**src/tcw_pkg.sv**
```systemverilog
// Shared types and constants for the text console writer.
`default_nettype none
package tcw_pkg;

    localparam int OP_W     = 2;
    localparam int CHAR_W   = 8;
    localparam int IDX_W    = 11;
    localparam int CELL_W   = 16;
    localparam int S_DATA_W = 24;
    localparam int M_DATA_W = 32;

    localparam logic [OP_W-1:0] OP_PUT   = 2'd0;
    localparam logic [OP_W-1:0] OP_READ  = 2'd1;
    localparam logic [OP_W-1:0] OP_CLEAR = 2'd2;

    localparam logic [CHAR_W-1:0] CH_BACKSPACE = 8'd8;
    localparam logic [CHAR_W-1:0] CH_NEWLINE   = 8'd10;
    localparam logic [CHAR_W-1:0] CH_SPACE     = 8'h20;
    localparam logic [CHAR_W-1:0] ATTR_NORMAL  = 8'h07;

    localparam logic [CELL_W-1:0] BLANK_CELL = {ATTR_NORMAL, CH_SPACE};

    typedef struct packed {
        logic accept;
        logic exec;
        logic cnt_clr;
        logic clr_step;
        logic scr_step;
        logic out_load;
    } t_cmd;

    typedef struct packed {
        logic [OP_W-1:0] op;
        logic            scroll_need;
        logic            cnt_last;
        logic            out_free;
    } t_sts;

endpackage
`default_nettype wire

```
**src/tcw_ctrl.sv**
```systemverilog
// Controller state machine for the text console writer.
`default_nettype none
module tcw_ctrl (
    input  wire logic          i_clk,
    input  wire logic          i_rst_n,
    input  wire logic          i_valid,
    output logic               o_ready,
    input  wire tcw_pkg::t_sts i_sts,
    output tcw_pkg::t_cmd      o_cmd
);

    import tcw_pkg::*;

    localparam logic [2:0] S_CLR    = 3'd0;
    localparam logic [2:0] S_IDLE   = 3'd1;
    localparam logic [2:0] S_EXEC   = 3'd2;
    localparam logic [2:0] S_SCROLL = 3'd3;
    localparam logic [2:0] S_DRAIN  = 3'd4;
    localparam logic [2:0] S_FIN    = 3'd5;

    logic [2:0] r_state, n_state;
    logic       r_from_op, n_from_op;

    always_comb begin
        n_state   = r_state;
        n_from_op = r_from_op;
        o_cmd     = '0;
        o_ready   = 1'b0;
        case (r_state)
            S_CLR: begin
                o_cmd.clr_step = 1'b1;
                if (i_sts.cnt_last) begin
                    n_state   = r_from_op ? S_FIN : S_IDLE;
                    n_from_op = 1'b0;
                end
            end
            S_IDLE: begin
                o_ready = 1'b1;
                if (i_valid) begin
                    o_cmd.accept = 1'b1;
                    n_state      = S_EXEC;
                end
            end
            S_EXEC: begin
                o_cmd.exec = 1'b1;
                case (i_sts.op)
                    OP_PUT: begin
                        if (i_sts.scroll_need) begin
                            o_cmd.cnt_clr = 1'b1;
                            n_state       = S_SCROLL;
                        end else begin
                            n_state = S_FIN;
                        end
                    end
                    OP_CLEAR: begin
                        o_cmd.cnt_clr = 1'b1;
                        n_from_op     = 1'b1;
                        n_state       = S_CLR;
                    end
                    default: begin
                        n_state = S_FIN;
                    end
                endcase
            end
            S_SCROLL: begin
                o_cmd.scr_step = 1'b1;
                if (i_sts.cnt_last) begin
                    n_state = S_DRAIN;
                end
            end
            S_DRAIN: begin
                n_state = S_FIN;
            end
            S_FIN: begin
                if (i_sts.out_free) begin
                    o_cmd.out_load = 1'b1;
                    n_state        = S_IDLE;
                end
            end
            default: begin
                n_state = S_IDLE;
            end
        endcase
    end

    always_ff @(posedge i_clk) begin
        if (!i_rst_n) begin
            r_state   <= S_CLR;
            r_from_op <= 1'b0;
        end else begin
            r_state   <= n_state;
            r_from_op <= n_from_op;
        end
    end

    a_accept_to_exec: assert property (@(posedge i_clk) disable iff (!i_rst_n)
        o_cmd.accept |=> r_state == S_EXEC)
        else $error("accepted request did not start execution");

    a_load_needs_room: assert property (@(posedge i_clk) disable iff (!i_rst_n)
        o_cmd.out_load |-> i_sts.out_free && r_state == S_FIN)
        else $error("result loaded while output register busy");

    a_reset_sweep: assert property (@(posedge i_clk)
        $rose(i_rst_n) |-> r_state == S_CLR && !r_from_op)
        else $error("reset did not start the clearing sweep");

endmodule
`default_nettype wire

```
**config.mk**
```make
export PLATFORM = sky130hd
export DESIGN_NAME = tcw_ctrl
export DESIGN_NICKNAME = d
export VERILOG_FILES = /design/src/tcw_pkg.sv /design/src/tcw_ctrl.sv
export SDC_FILE = /design/constraint.sdc
export NUM_CORES = 1
export LEC_CHECK = 0
export BUFFER_PORTS_ARGS = -buffer_cell sky130_fd_sc_hd__buf_2
export CAP_MARGIN = 20
export CORE_AREA = 5 5 42 44
export CTS_CLUSTER_DIAMETER = 120
export DETAILED_ROUTE_END_ITERATION = 8
export DIE_AREA = 0 0 47 49
export PLACE_DENSITY = 0.52
export SETUP_SLACK_MARGIN = 0.5
export SLEW_MARGIN = 20
export SYNTH_ARGS = -nofsm -noshare
export SYNTH_HDL_FRONTEND = slang
export SYNTH_SLANG_ARGS = --single-unit
```
**constraint.sdc**
```tcl
create_clock -name i_clk -period 1.99 [get_ports i_clk]
set_input_delay 0.199 -clock i_clk [delete_from_list [all_inputs] [get_ports i_clk]]
set_output_delay 0.199 -clock i_clk [all_outputs]
set_load 0.05 [all_outputs]
```
---- After elaboration in Yosys (flattened, before gate mapping) ----
Index checks and enable logic that the tools add are counted.
storage, ports and cells
  output and inout port bits .............. 7
  bits of input ports ..................... 8
  register bits ........................... 4
operators by class
  multiplexer cells ....................... 21
  equal/unequal tests ..................... 11
  reductions and logical operators ........ 5
operators by type and width
  kind                  count
  $mux W3               6
  $pmux W3 S6           1
  $mux W1               10
  $ne A2 B2 Y1 const B  5
  $eq A3 B2 Y1 const B  2
  $eq A3 B3 Y1 const B  2
  $pmux W3 S2           1
  $pmux W1 S2           2
  $reduce_and A4 Y1     1
  $eq A3 B1 Y1 const B  1
  $logic_not A3 Y1      1
  $reduce_and A3 Y1     1
  $eq A2 B2 Y1 const B  1
  $logic_not A2 Y1      1
  $mux W2               1
  $reduce_bool A2 Y1    1

---- Depth between registers and ports, before layout ----
Gate-level depths: netlist of the first run.
  depth in word-level cells ............... 3
  mapped depth ............................ 5
  depth with buffers taken out ............ 4

---- Worst setup path after synthesis of the first run ----
No wires, ideal clock.
  path type ............................... flip-flop to output port
  from .................................... register r_state[0]
  to ...................................... output port o_cmd[5] in the netlist's numbering
  cell stages (with the launch flop) ...... 5
  arrival time ............................ 1.987 ns
  slack ................................... -0.196 ns
  required time ........................... 1.791 ns
  path buffers ............................ 1
  cells stage by stage .................... dfxtp_1 buf_6 nor2b_1 nor2b_1 and2_1
RTL lines
  what                    RTL line        source
  from (decl)             tcw_ctrl.sv:21  logic [2:0] r_state, n_state;
  from (signal assigned)  tcw_ctrl.sv:91  r_state <= n_state;
  to (decl)               tcw_ctrl.sv:9   output tcw_pkg::t_cmd o_cmd

==> metrics.csv, run 1 <==
metric,value,unit
run_status,"complete, no violations",
first_pass_grt_wire_length,1.52,mm
die_boundary_width,47,microns
internal_power,222,uW
routed.top_layer,met3,
wl_met1,463,microns
fillers,161,
floorplan.rows,14,
finalSetupViolations,0,
floorplan.die_area,0.00230,sq mm
max_cap_viol_count,0,
setup_tns_final,0,ns
synthToLayoutAreaGrowth,50.0,%
critical_path.startpoint_type,flip-flop,
hold_viol,0,
root_buffer,clkbuf_4,
cts_made_buffers,3,
ios,15,
synthesis.nets,54,
crit_path_kind,reg -> out,
ctsHtreeMaxLevel,1,
worst_slew_pin_slew,0.276,ns
grt_max_degree,14,
fin_nets,73,
drtAntennaViolNets,0,
flop_pwr_share,0.295,
timing.final.crit_period,1.49,ns
post-route-period-util,0.750,
post_drt_via_cell_ratio,4.97,
cts_tree,yes,
slew_viol_final,0,
synth.lib_cells_used.distinct,26,
drt_iter0_markers,8,
dp.final_hpwl,674,microns
drc,0,
wl_met2,445,microns
synth-seq-area-share,0.219,
clk_path_buf_depth,2,
p_sw,137,uW
total_power,359,uW
power.leakage,0.000242,uW
cellPowerDensity,655,mW/mm^2
vias,393,
ys.warnings.count,0,
synthesis.area,365,sq um
utilization,0.391,
numPortBuffers,14,
switching_share,0.381,
clk-insertion-delay-late,0.23,ns
grt_antenna_before_repair,0,
synth-seq-cells,4,
routed_wire_length_per_instance,12.1,microns
critPathRequiredTime,1.79,ns
timing.hold.ws,0.225,ns
grt_util_all_layers,0.0894,
post-route-cell-area,548,sq um
netlist_instances,46,
vdd_ir_drop_max,570,uV
die_h,49,microns
placeableCoreArea,0.00140,sq mm
num_antenna_cells,0,
post_route_cells_drive_above_1_share,0.571,
grt_pass1_vias,364,
rsz0062_at_grt,true,
starting_utilization_of_the_core_area,0.261,
grt-ovfl-total,0,
max_freq,670,MHz
place.gp.congestion,0.725,
clock_power_share,0.268,
path_clk_slew,0.04,ns
placedInstanceArea,442,sq um
crit_path_end_kind,primary output,
clock_sink_count,4,
maxSlewHeadroom,0.816,
syn_area_per_cell,7.94,sq um
critPathMaxFanout,7,
detailedRoute.firstPassIterationCount,4,
detailroute.wirelength.met3,50,microns
worst_ep_arrival_time,1.29,ns
final.setup_skew,0.00373,ns
combinationalPowerShare,0.436,
route.final.wire_length,959,microns
reg2reg_slack,0.58,ns
min-delay-path-class,in -> reg,
## cell usage after synthesis
cell	number	share of area
a31oi_1	2	0.034
o22ai_1	2	0.034
nand4_2	1	0.034
or3b_2	1	0.024
buf_6	2	0.062
nand3b_1	1	0.021
and3_1	1	0.017
nand2_1	3	0.031
a22oi_1	1	0.021
nor2_1	6	0.062
nand2_4	1	0.031
or4_4	1	0.031
o211ai_1	1	0.021
o21ai_1	1	0.014
inv_1	2	0.021
buf_4	2	0.041
or2_1	1	0.017
nor2b_1	4	0.068
and2_1	3	0.051
dfxtp_1	4	0.22
o21ai_0	1	0.014
nor3_1	1	0.014
o21a_1	1	0.021
nor4b_2	1	0.041
o311a_1	1	0.027
mux2_1	1	0.031
## state kept, by name, indices dropped and copies added, names as in the netlist
name and count:
r_state 3, r_from_op 1
## power by group through the flow
stage / clock (uW) / sequential (uW) / combinational (uW)
5_1_grt: 117 / 108 / 166
2_1_floorplan: 0 / 91.9 / 126
3_3_place_gp: 0 / 103 / 139
3_5_place_dp: 0 / 103 / 137
6_report: 96.3 / 106 / 157
4_1_cts: 104 / 106 / 150
## through the flow
step	setup WS, ns	std cells
after floorplan	0.366	46
after global placement	0.462	73
after detailed placement	0.434	73
after CTS	0.489	77
after global routing	0.418	79
final	0.498	79
## placed cells by master (no fill, tap or decap), drive strengths merged
| master | netlist | layout |
|---|---|---|
| a31oi | 2 | 2 |
| nor2b | 4 | 4 |
| nor2 | 6 | 6 |
| or2 | 1 | 1 |
| and2 | 3 | 3 |
| nor4b | 1 | 1 |
| and3 | 1 | 1 |
| a22oi | 1 | 1 |
| nand3b | 1 | 1 |
| buf | 4 | 17 |
| or4 | 1 | 1 |
| clkbuf | 0 | 4 |
| mux2 | 1 | 1 |
| o21ai | 2 | 2 |
| nand4 | 1 | 1 |
| or3b | 1 | 1 |
| dfxtp | 4 | 4 |
| inv | 2 | 2 |
| o211ai | 1 | 1 |
| o22ai | 2 | 2 |
| nand2 | 4 | 4 |
| o311a | 1 | 1 |
| o21a | 1 | 1 |
| nor3 | 1 | 1 |
## final timing paths
path               from          to  cells after the start
min             i_rst_n  r_state[2]                      2
max reg2reg  r_state[1]  r_state[2]                      4
max          r_state[0]    o_cmd[3]                      4
min reg2reg   r_from_op   r_from_op                      2
## cell families (layout without fill, tap and decap cells)
| group | after synthesis | in the layout | synth area share |
|---|---|---|---|
| simple gates | 25 | 25 | 0.442 |
| compound gates | 10 | 10 | 0.185 |
| buf+inv | 6 | 23 | 0.123 |
| flops | 4 | 4 | 0.219 |
| mux | 1 | 1 | 0.0308 |
## area by class of cell
type / instances / area, sq um / share of cell area
Multi-Input combinational cell: 36 / 280 / 0.511
Timing Repair Buffer: 18 / 129 / 0.235
Sequential cell: 4 / 88.8 / 0.162
Clock buffer: 3 / 22.5 / 0.0411
Tap cell: 16 / 20.0 / 0.0365
Inverter: 2 / 7.51 / 0.0137
## metal layers
| layer | global-route usage | vias to the layer above |
|---|---|---|
| met3 | 0.0443 | 0 |
| met4 | 0.0276 | 0 |
| met1 | 0.125 | 179 |
| met2 | 0.118 | 15 |
| li1 | - | 199 |
| met5 | 0 | - |
## worst max-delay path, cell delays in order (launching register included)
cell and delay, ns:
dfxtp_4 0.36, buf_6 0.14, nor4b_4 0.23, nor2b_4 0.18
buf_6 0.16
## timing repair
action,CTS,global route
pin swaps,1,2
buffers inserted,1,2
hold buffers,0,0
endpoints found under the setup margin,6,4
resized for setup,14,6
(Power assumes the default switching activity.)
==> run 2, diff against run 1 <==
--- a/config.mk
+++ b/config.mk
@@ -11,7 +11,7 @@
 export CTS_CLUSTER_DIAMETER = 120
 export DETAILED_ROUTE_END_ITERATION = 8
 export DIE_AREA = 0 0 47 49
-export PLACE_DENSITY = 0.52
+export PLACE_DENSITY = 0.54
 export SETUP_SLACK_MARGIN = 0.5
 export SLEW_MARGIN = 20
 export SYNTH_ARGS = -nofsm -noshare
==> constraint.sdc (replaced) <==
create_clock -name i_clk -period 1.37 [get_ports i_clk]
set_input_delay 0.137 -clock i_clk [delete_from_list [all_inputs] [get_ports i_clk]]
set_output_delay 0.137 -clock i_clk [all_outputs]
set_load 0.05 [all_outputs]
==> run 2 against run 1 <==
Effect of this change:
- the flow now finishes with violations (setup timing)
- cell area rose by 29%
- power rose by 76%
- critical path depth rose by 1
- critical path type unchanged
- combinational power rose by 120%
- first-iteration DRC count rose by 13%
- routed wire length rose by 15%
- count of clock-buffer cells in the layout did not move
- utilization rose by 11 points
- via count rose by 11%
- register-to-register slack got worse by 0.58 ns
==> metrics.csv, run 2 (synthesized netlist as in run 1, its figures left out) <==
metric,value,unit,change
run_status,"finished, violations left",,
failing_checks,setup timing,,
power.leakage,0.000310,uW,+28%
cts_made_buffers,3,,unchanged
synthToLayoutAreaGrowth,93.5,%,
path_buf_inv,2,,unchanged
route.final.wire_length,1.10,mm,+15%
worst_r2r_endpoint,r_state[2],,
number_of_flip_flops_under_the_largest_register_name,3,,unchanged
final_cell_count_no_fill,89,,+13%
dpl.cell_count,81,,+11%
worst_r2r_startpoint,r_state[0],,
cpMostUsedCell,nor2b_4,,
ios,15,,unchanged
place.gp.congestion,0.740,,+2.0%
final.setup_skew,0.00642,ns,+0.00269 ns
grt_pass1_vias,403,,+11%
drtAntennaViolNets,0,,unchanged
vdd_ir_drop_max,377,uV,-34%
maxSlewHeadroom,0.822,,+0.00569
numPortBuffers,14,,unchanged
floorplan.die_area,0.00230,sq mm,unchanged
first_pass_grt_wire_length,1.67,mm,+9.5%
hp-start,i_rst_n,,
min_delay_path_depth,2,,unchanged
drc,0,,unchanged
floorplan.rows,14,,unchanged
total_power,633,uW,+76%
cellPowerDensity,896,mW/mm^2,+37%
min-delay-path-class,in -> reg,,
crit_path_end_kind,primary output,,
post_route_cells_drive_above_1_share,0.671,,+0.0998
worst_ep_arrival_time,1.25,ns,-0.04 ns
crit_path_kind,reg -> out,,
post-route-period-util,1.01,,
max_cap_viol_count,0,,unchanged
drt_iter0_markers,9,,+1
die_boundary_width,47,microns,unchanged
starting_utilization_of_the_core_area,0.261,,unchanged
num_antenna_cells,0,,unchanged
grt_antenna_before_repair,0,,unchanged
critical_path.startpoint_type,flip-flop,,
max_flop_register,r_state,,
clk-insertion-delay-late,0.23,ns,about the same
pre_cts_ws,0.0420,ns,-0.392 ns
cpPeakStageDelay,0.36,ns,about the same
grt_max_degree,8,,-6
worstRegToRegCells,5,,+1
post_drt_via_cell_ratio,4.91,,-1.3%
grt_util_all_layers,0.0971,,+0.00768
root_buffer,clkbuf_4,,
clk_path_buf_depth,2,,unchanged
clock_sink_count,4,,unchanged
placeableCoreArea,0.00140,sq mm,unchanged
dp.final_hpwl,770,microns,+14%
rsz0062_at_grt,true,,
slew_viol_final,0,,unchanged
cts_tree,yes,,
fin_nets,83,,+14%
max_freq,720,MHz,
hold_viol,0,,unchanged
largest_registers_in_the_final_layout,"r_state x3, r_from_op x1",,
ctsHtreeMaxLevel,1,,unchanged
vias,437,,+11%
finalSetupViolations,4,,+4
critPathMaxFanout,7,,unchanged
worst_path_max_delay_cell,dfxtp_4,,
path_clk_slew,0.04,ns,about the same
holdPathEnd,r_state[1],,
cpLargestDelayFamily,simple AND/OR/NAND/NOR gates,,
die_h,49,microns,unchanged
path_cells,buf_6 -> nor2b_4 -> nor2b_4 -> and2_4 -> buf_8,,
critPathRequiredTime,1.23,ns,-0.56 ns
grt-ovfl-total,0,,unchanged
worst_slew_pin_slew,0.267,ns,-0.00952 ns
timing.final.crit_period,1.39,ns,
detailedRoute.firstPassIterationCount,4,,unchanged
reg2reg_slack,0,ns,-0.58 ns
setup_slack,-0.0181,ns,-0.516 ns
startpoint,r_state[1],,
final_cell_mix,"8 x buf_2, 8 x buf_6, 8 x buf_4",,
routed_wire_length_per_instance,12.4,microns,+1.8%
==> run 2: final cells by class <==
class	count	area, sq um
Clock buffer	3	22.5
Multi-Input combinational cell	36	312
Sequential cell	4	91.3
Inverter	2	11.3
Tap cell	16	20.0
Fill cell	138	694
Timing Repair Buffer	28	250
==> run 2: worst max path at each step <==
stage                 end  cells past startpoint
2_1_floorplan    o_cmd[5]                      4
3_3_place_gp     o_cmd[3]                      3
3_5_place_dp   r_state[2]                      4
4_1_cts          o_cmd[5]                      5
5_1_grt          o_cmd[5]                      5
6_report         o_cmd[5]                      5
==> run 2: layer usage <==
layer	vias up	share of wire	track usage
li1	217	-	-
met1	213	0.43	0.125
met2	7	0.52	0.149
met3	0	0.041	0.0111
met4	0	0	0.0553
met5	-	0	0
==> run 2: per-stage QoR <==
stage               area (sq um)  utilization  TNS [ns]  hold slack, ns
finish                       707        0.504   -0.0271           0.159
global route                 707        0.504    -0.283           0.159
CTS                          686        0.489   -0.0287           0.155
detailed placement           531        0.379         0           0.398
global placement             531        0.379         0           0.394
floorplan                    414            -   -0.0344           0.255
==> run 2: report_power, final <==
group / total, uW / leakage [uW] / internal, uW / switching (uW)
Clock: 141 / 0.0000138 / 97.6 / 43.6
Sequential: 146 / 0.0000347 / 127 / 19.4
Combinational: 346 / 0.000262 / 178 / 168
==> run 2: repair_timing <==
action                                  4_1_cts  5_1_grt
hold buffers                                  0        0
setup buffers                                 5        0
gates resized for setup                      29        6
pin swaps                                     4        2
endpoints found under the setup margin       11       11
==> run 3, diff against run 2 <==
--- a/config.mk
+++ b/config.mk
@@ -5,13 +5,14 @@
 export SDC_FILE = /design/constraint.sdc
 export NUM_CORES = 1
 export LEC_CHECK = 0
+export ABC_AREA = 1
 export BUFFER_PORTS_ARGS = -buffer_cell sky130_fd_sc_hd__buf_2
 export CAP_MARGIN = 20
-export CORE_AREA = 5 5 42 44
+export CORE_AREA = 2 2 39 41
 export CTS_CLUSTER_DIAMETER = 120
 export DETAILED_ROUTE_END_ITERATION = 8
-export DIE_AREA = 0 0 47 49
-export PLACE_DENSITY = 0.54
+export DIE_AREA = 0 0 41 43
+export PLACE_DENSITY = 0.51
 export SETUP_SLACK_MARGIN = 0.5
 export SLEW_MARGIN = 20
 export SYNTH_ARGS = -nofsm -noshare
==> constraint.sdc (replaced) <==
create_clock -name i_clk -period 1.37 [get_ports i_clk]
set_input_delay 0.137 -clock i_clk [delete_from_list [all_inputs] [get_ports i_clk]]
set_output_delay 0.137 -clock i_clk [all_outputs]
set_load 0.01 [all_outputs]
==> run 3 against run 2 <==
Effect of this change:
- the run now ends clean
- global-route usage increased by 3.7 points
- sequential share of layout area increased by 1.2 points
- combinational power increased by 85%
- critical path depth decreased by 3
- die area decreased by 23%
- flip-flop and latch count unchanged
- first-iteration DRC count decreased by 67%
- routed wire length decreased by 4.4%
- worst hold slack got worse by 0.0024 ns
- largest cell class unchanged
==> metrics.csv, run 3 <==
metric,value,unit,change
run_status,"complete, no violations",,
detailedRoute.firstPassIterationCount,4,,unchanged
critical_path.startpoint_type,flip-flop,,
worstRegToRegCells,7,,+2
cpLargestDelayFamily,flip-flops,,
synthesis.area,327,sq um,-11%
dp.final_hpwl,707,microns,-8.2%
worst_path_max_delay_cell,dfxtp_4,,
layout.cells.most_common,buf_2,,
synth.lib_cells_used.distinct,15,,-42%
cts_tree,yes,,
synth.top_cell.area_share,0.245,,+0.0260
synthToLayoutAreaGrowth,97.7,%,
placeableCoreArea,0.00138,sq mm,-1.2%
post-route-period-util,0.877,,-0.136
syn_area_per_cell,5.73,sq um,-28%
grt_util_all_layers,0.134,,+0.0373
area_leader_netlist,dfxtp_1,,
maxSlewHeadroom,0.838,,+0.0160
max_flop_register,r_state,,
netlist_instances,57,,+24%
timing.hold.ws,0.156,ns,-0.00241 ns
largest_registers_in_the_final_layout,"r_state x3, r_from_op x1",,
ios,15,,unchanged
synthMostInstantiatedCell,nand2_1,,
ctsHtreeMaxLevel,1,,unchanged
synth_enable_flop_cells,0,,unchanged
crit_path_end_kind,primary output,,
cpPeakStageDelay,0.39,ns,+0.03 ns
route.final.wire_length,1.05,mm,-4.4%
worst_ep_arrival_time,1.06,ns,-0.19 ns
drc,0,,unchanged
cts_made_buffers,3,,unchanged
critPathRequiredTime,1.23,ns,about the same
final.setup_skew,0.00804,ns,+0.00162 ns
post_drt_via_cell_ratio,4.43,,-9.8%
clk_path_buf_depth,2,,unchanged
floorplan.rows,14,,unchanged
path_clk_slew,0.04,ns,about the same
vias,425,,-2.7%
grt_max_degree,8,,unchanged
synth-seq-cells,4,,unchanged
path_cells,nor4_4 -> buf_2,,
hold_viol,0,,unchanged
first_pass_grt_wire_length,1.58,mm,-5.3%
max_freq,832,MHz,+16%
clock_sink_count,4,,unchanged
synthesis.nets,65,,+20%
hp-start,i_rst_n,,
drtAntennaViolNets,0,,unchanged
vdd_ir_drop_max,565,uV,+50%
num_antenna_cells,0,,unchanged
fin_nets,90,,+8.4%
cellPowerDensity,1550,mW/mm^2,+74%
root_buffer,clkbuf_4,,
power.leakage,0.000313,uW,+0.91%
rsz0062_at_grt,true,,
synth.cells.most_frequent,"13 x nand2_1, 12 x inv_1, 6 x nor2_1",,
clk-insertion-delay-late,0.24,ns,about the same
yosys_most_used_dff,dfxtp_1,,
floorplan.die_area,0.00176,sq mm,-23%
crit_path_kind,reg -> out,,
worst_r2r_endpoint,r_state[1],,
min_delay_path_depth,3,,+1
drt_iter0_markers,3,,-6
finalSetupViolations,0,,-4
grt-ovfl-total,0,,unchanged
holdPathEnd,r_from_op,,
fillers,142,,+2.9%
worst_slew_pin_slew,0.241,ns,-0.0256 ns
grt_antenna_before_repair,0,,unchanged
synth-seq-area-share,0.245,,+0.0260
final_cell_mix,"10 x buf_2, 9 x inv_1, 8 x buf_6",,
post_route_cells_drive_above_1_share,0.650,,-0.0212
grt_pass1_vias,445,,+10%
number_of_flip_flops_under_the_largest_register_name,3,,unchanged
path_buf_inv,1,,-1
numPortBuffers,14,,unchanged
place.gp.congestion,0.827,,+12%
setup_slack,0.169,ns,+0.187 ns
reg2reg_slack,0.28,ns,+0.28 ns
max_cap_viol_count,0,,unchanged
yosys-top-cells-area,"dfxtp_1 25%, nand2_1 15%, inv_1 14%",,
pre_cts_ws,0.313,ns,+0.271 ns
ys.warnings.count,0,,unchanged
slew_viol_final,0,,unchanged
routed_wire_length_per_instance,11.0,microns,-11%
worst_r2r_startpoint,r_state[1],,
timing.final.crit_period,1.20,ns,-0.187 ns
starting_utilization_of_the_core_area,0.236,,-0.0247
die_h,43,microns,-12%
setup_tns_final,0,ns,+0.0271 ns
cts.hold.buffers_added,0,,unchanged
min-delay-path-class,in -> reg,,
critPathMaxFanout,6,,-1
postSynth.asyncResetShare,0,,unchanged
die_boundary_width,41,microns,-13%
## run 3: cell type report
cell class                      count  area, sq um  area share
Multi-Input combinational cell     38          284       0.440
Timing Repair Buffer               21          163       0.252
Sequential cell                     4         91.3       0.141
Inverter                           14         65.1       0.101
Clock buffer                        3         22.5      0.0349
Tap cell                           16         20.0      0.0310
## run 3: repair_timing
action | CTS | global route
endpoints found under the hold margin | 0 | 0
pin swaps | 10 | 5
resized for setup | 16 | 17
endpoints found under the setup margin | 11 | 11
gates cloned | 0 | 0
buffers inserted | 7 | 0
## run 3: worst max path at each step
| stage | to | depth (start not counted) | startpoint |
|---|---|---|---|
| detailed placement | r_state[1] | 6 | r_state[0] |
| global placement | r_state[2] | 7 | r_state[0] |
| floorplan | r_state[2] | 7 | r_state[1] |
| global route | o_cmd[0] | 2 | r_state[1] |
| finish | o_cmd[0] | 2 | r_state[1] |
| CTS | o_cmd[0] | 2 | r_state[1] |
## run 3: logic make-up after synthesis
| family | count (synthesis) | synth area share |
|---|---|---|
| AOI/OAI and AO/OA | 9 | 0.149 |
| buffers and inverters | 15 | 0.184 |
| DFF | 4 | 0.245 |
| and+or+nand+nor | 29 | 0.421 |
## run 3: power by group
group	leakage, uW	internal (uW)	total (uW)	switching, uW
logic	0.000264	312	640	329
clock network	0.0000138	98.1	149	50.9
registers	0.0000350	159	214	54.9
total	0.000313	569	1000	434
## run 3: metal layers
metal  wire length [microns]  track usage  up-vias
met5                       0            0        -
met4                      19        0.100        0
met3                      45       0.0157        2
met2                     563        0.244       11
met1                     423        0.122      190
li1                        -            -      222
## run 3: tightest hold or removal path, delay by kind of cell
kind	cells	cell delay, ns
buffers and inverters	1	0.12
and+or+nand+nor	1	0.07
AOI/OAI and AO/OA	1	0.03
## run 3: per-stage QoR
step,cells,utilization,cell area [sq um],power (uW)
floorplan,57,-,367,470
global placement,86,0.325,449,566
detailed placement,86,0.325,449,558
CTS,96,0.420,582,901
global route,96,0.467,646,1070
finish,96,0.467,646,1000
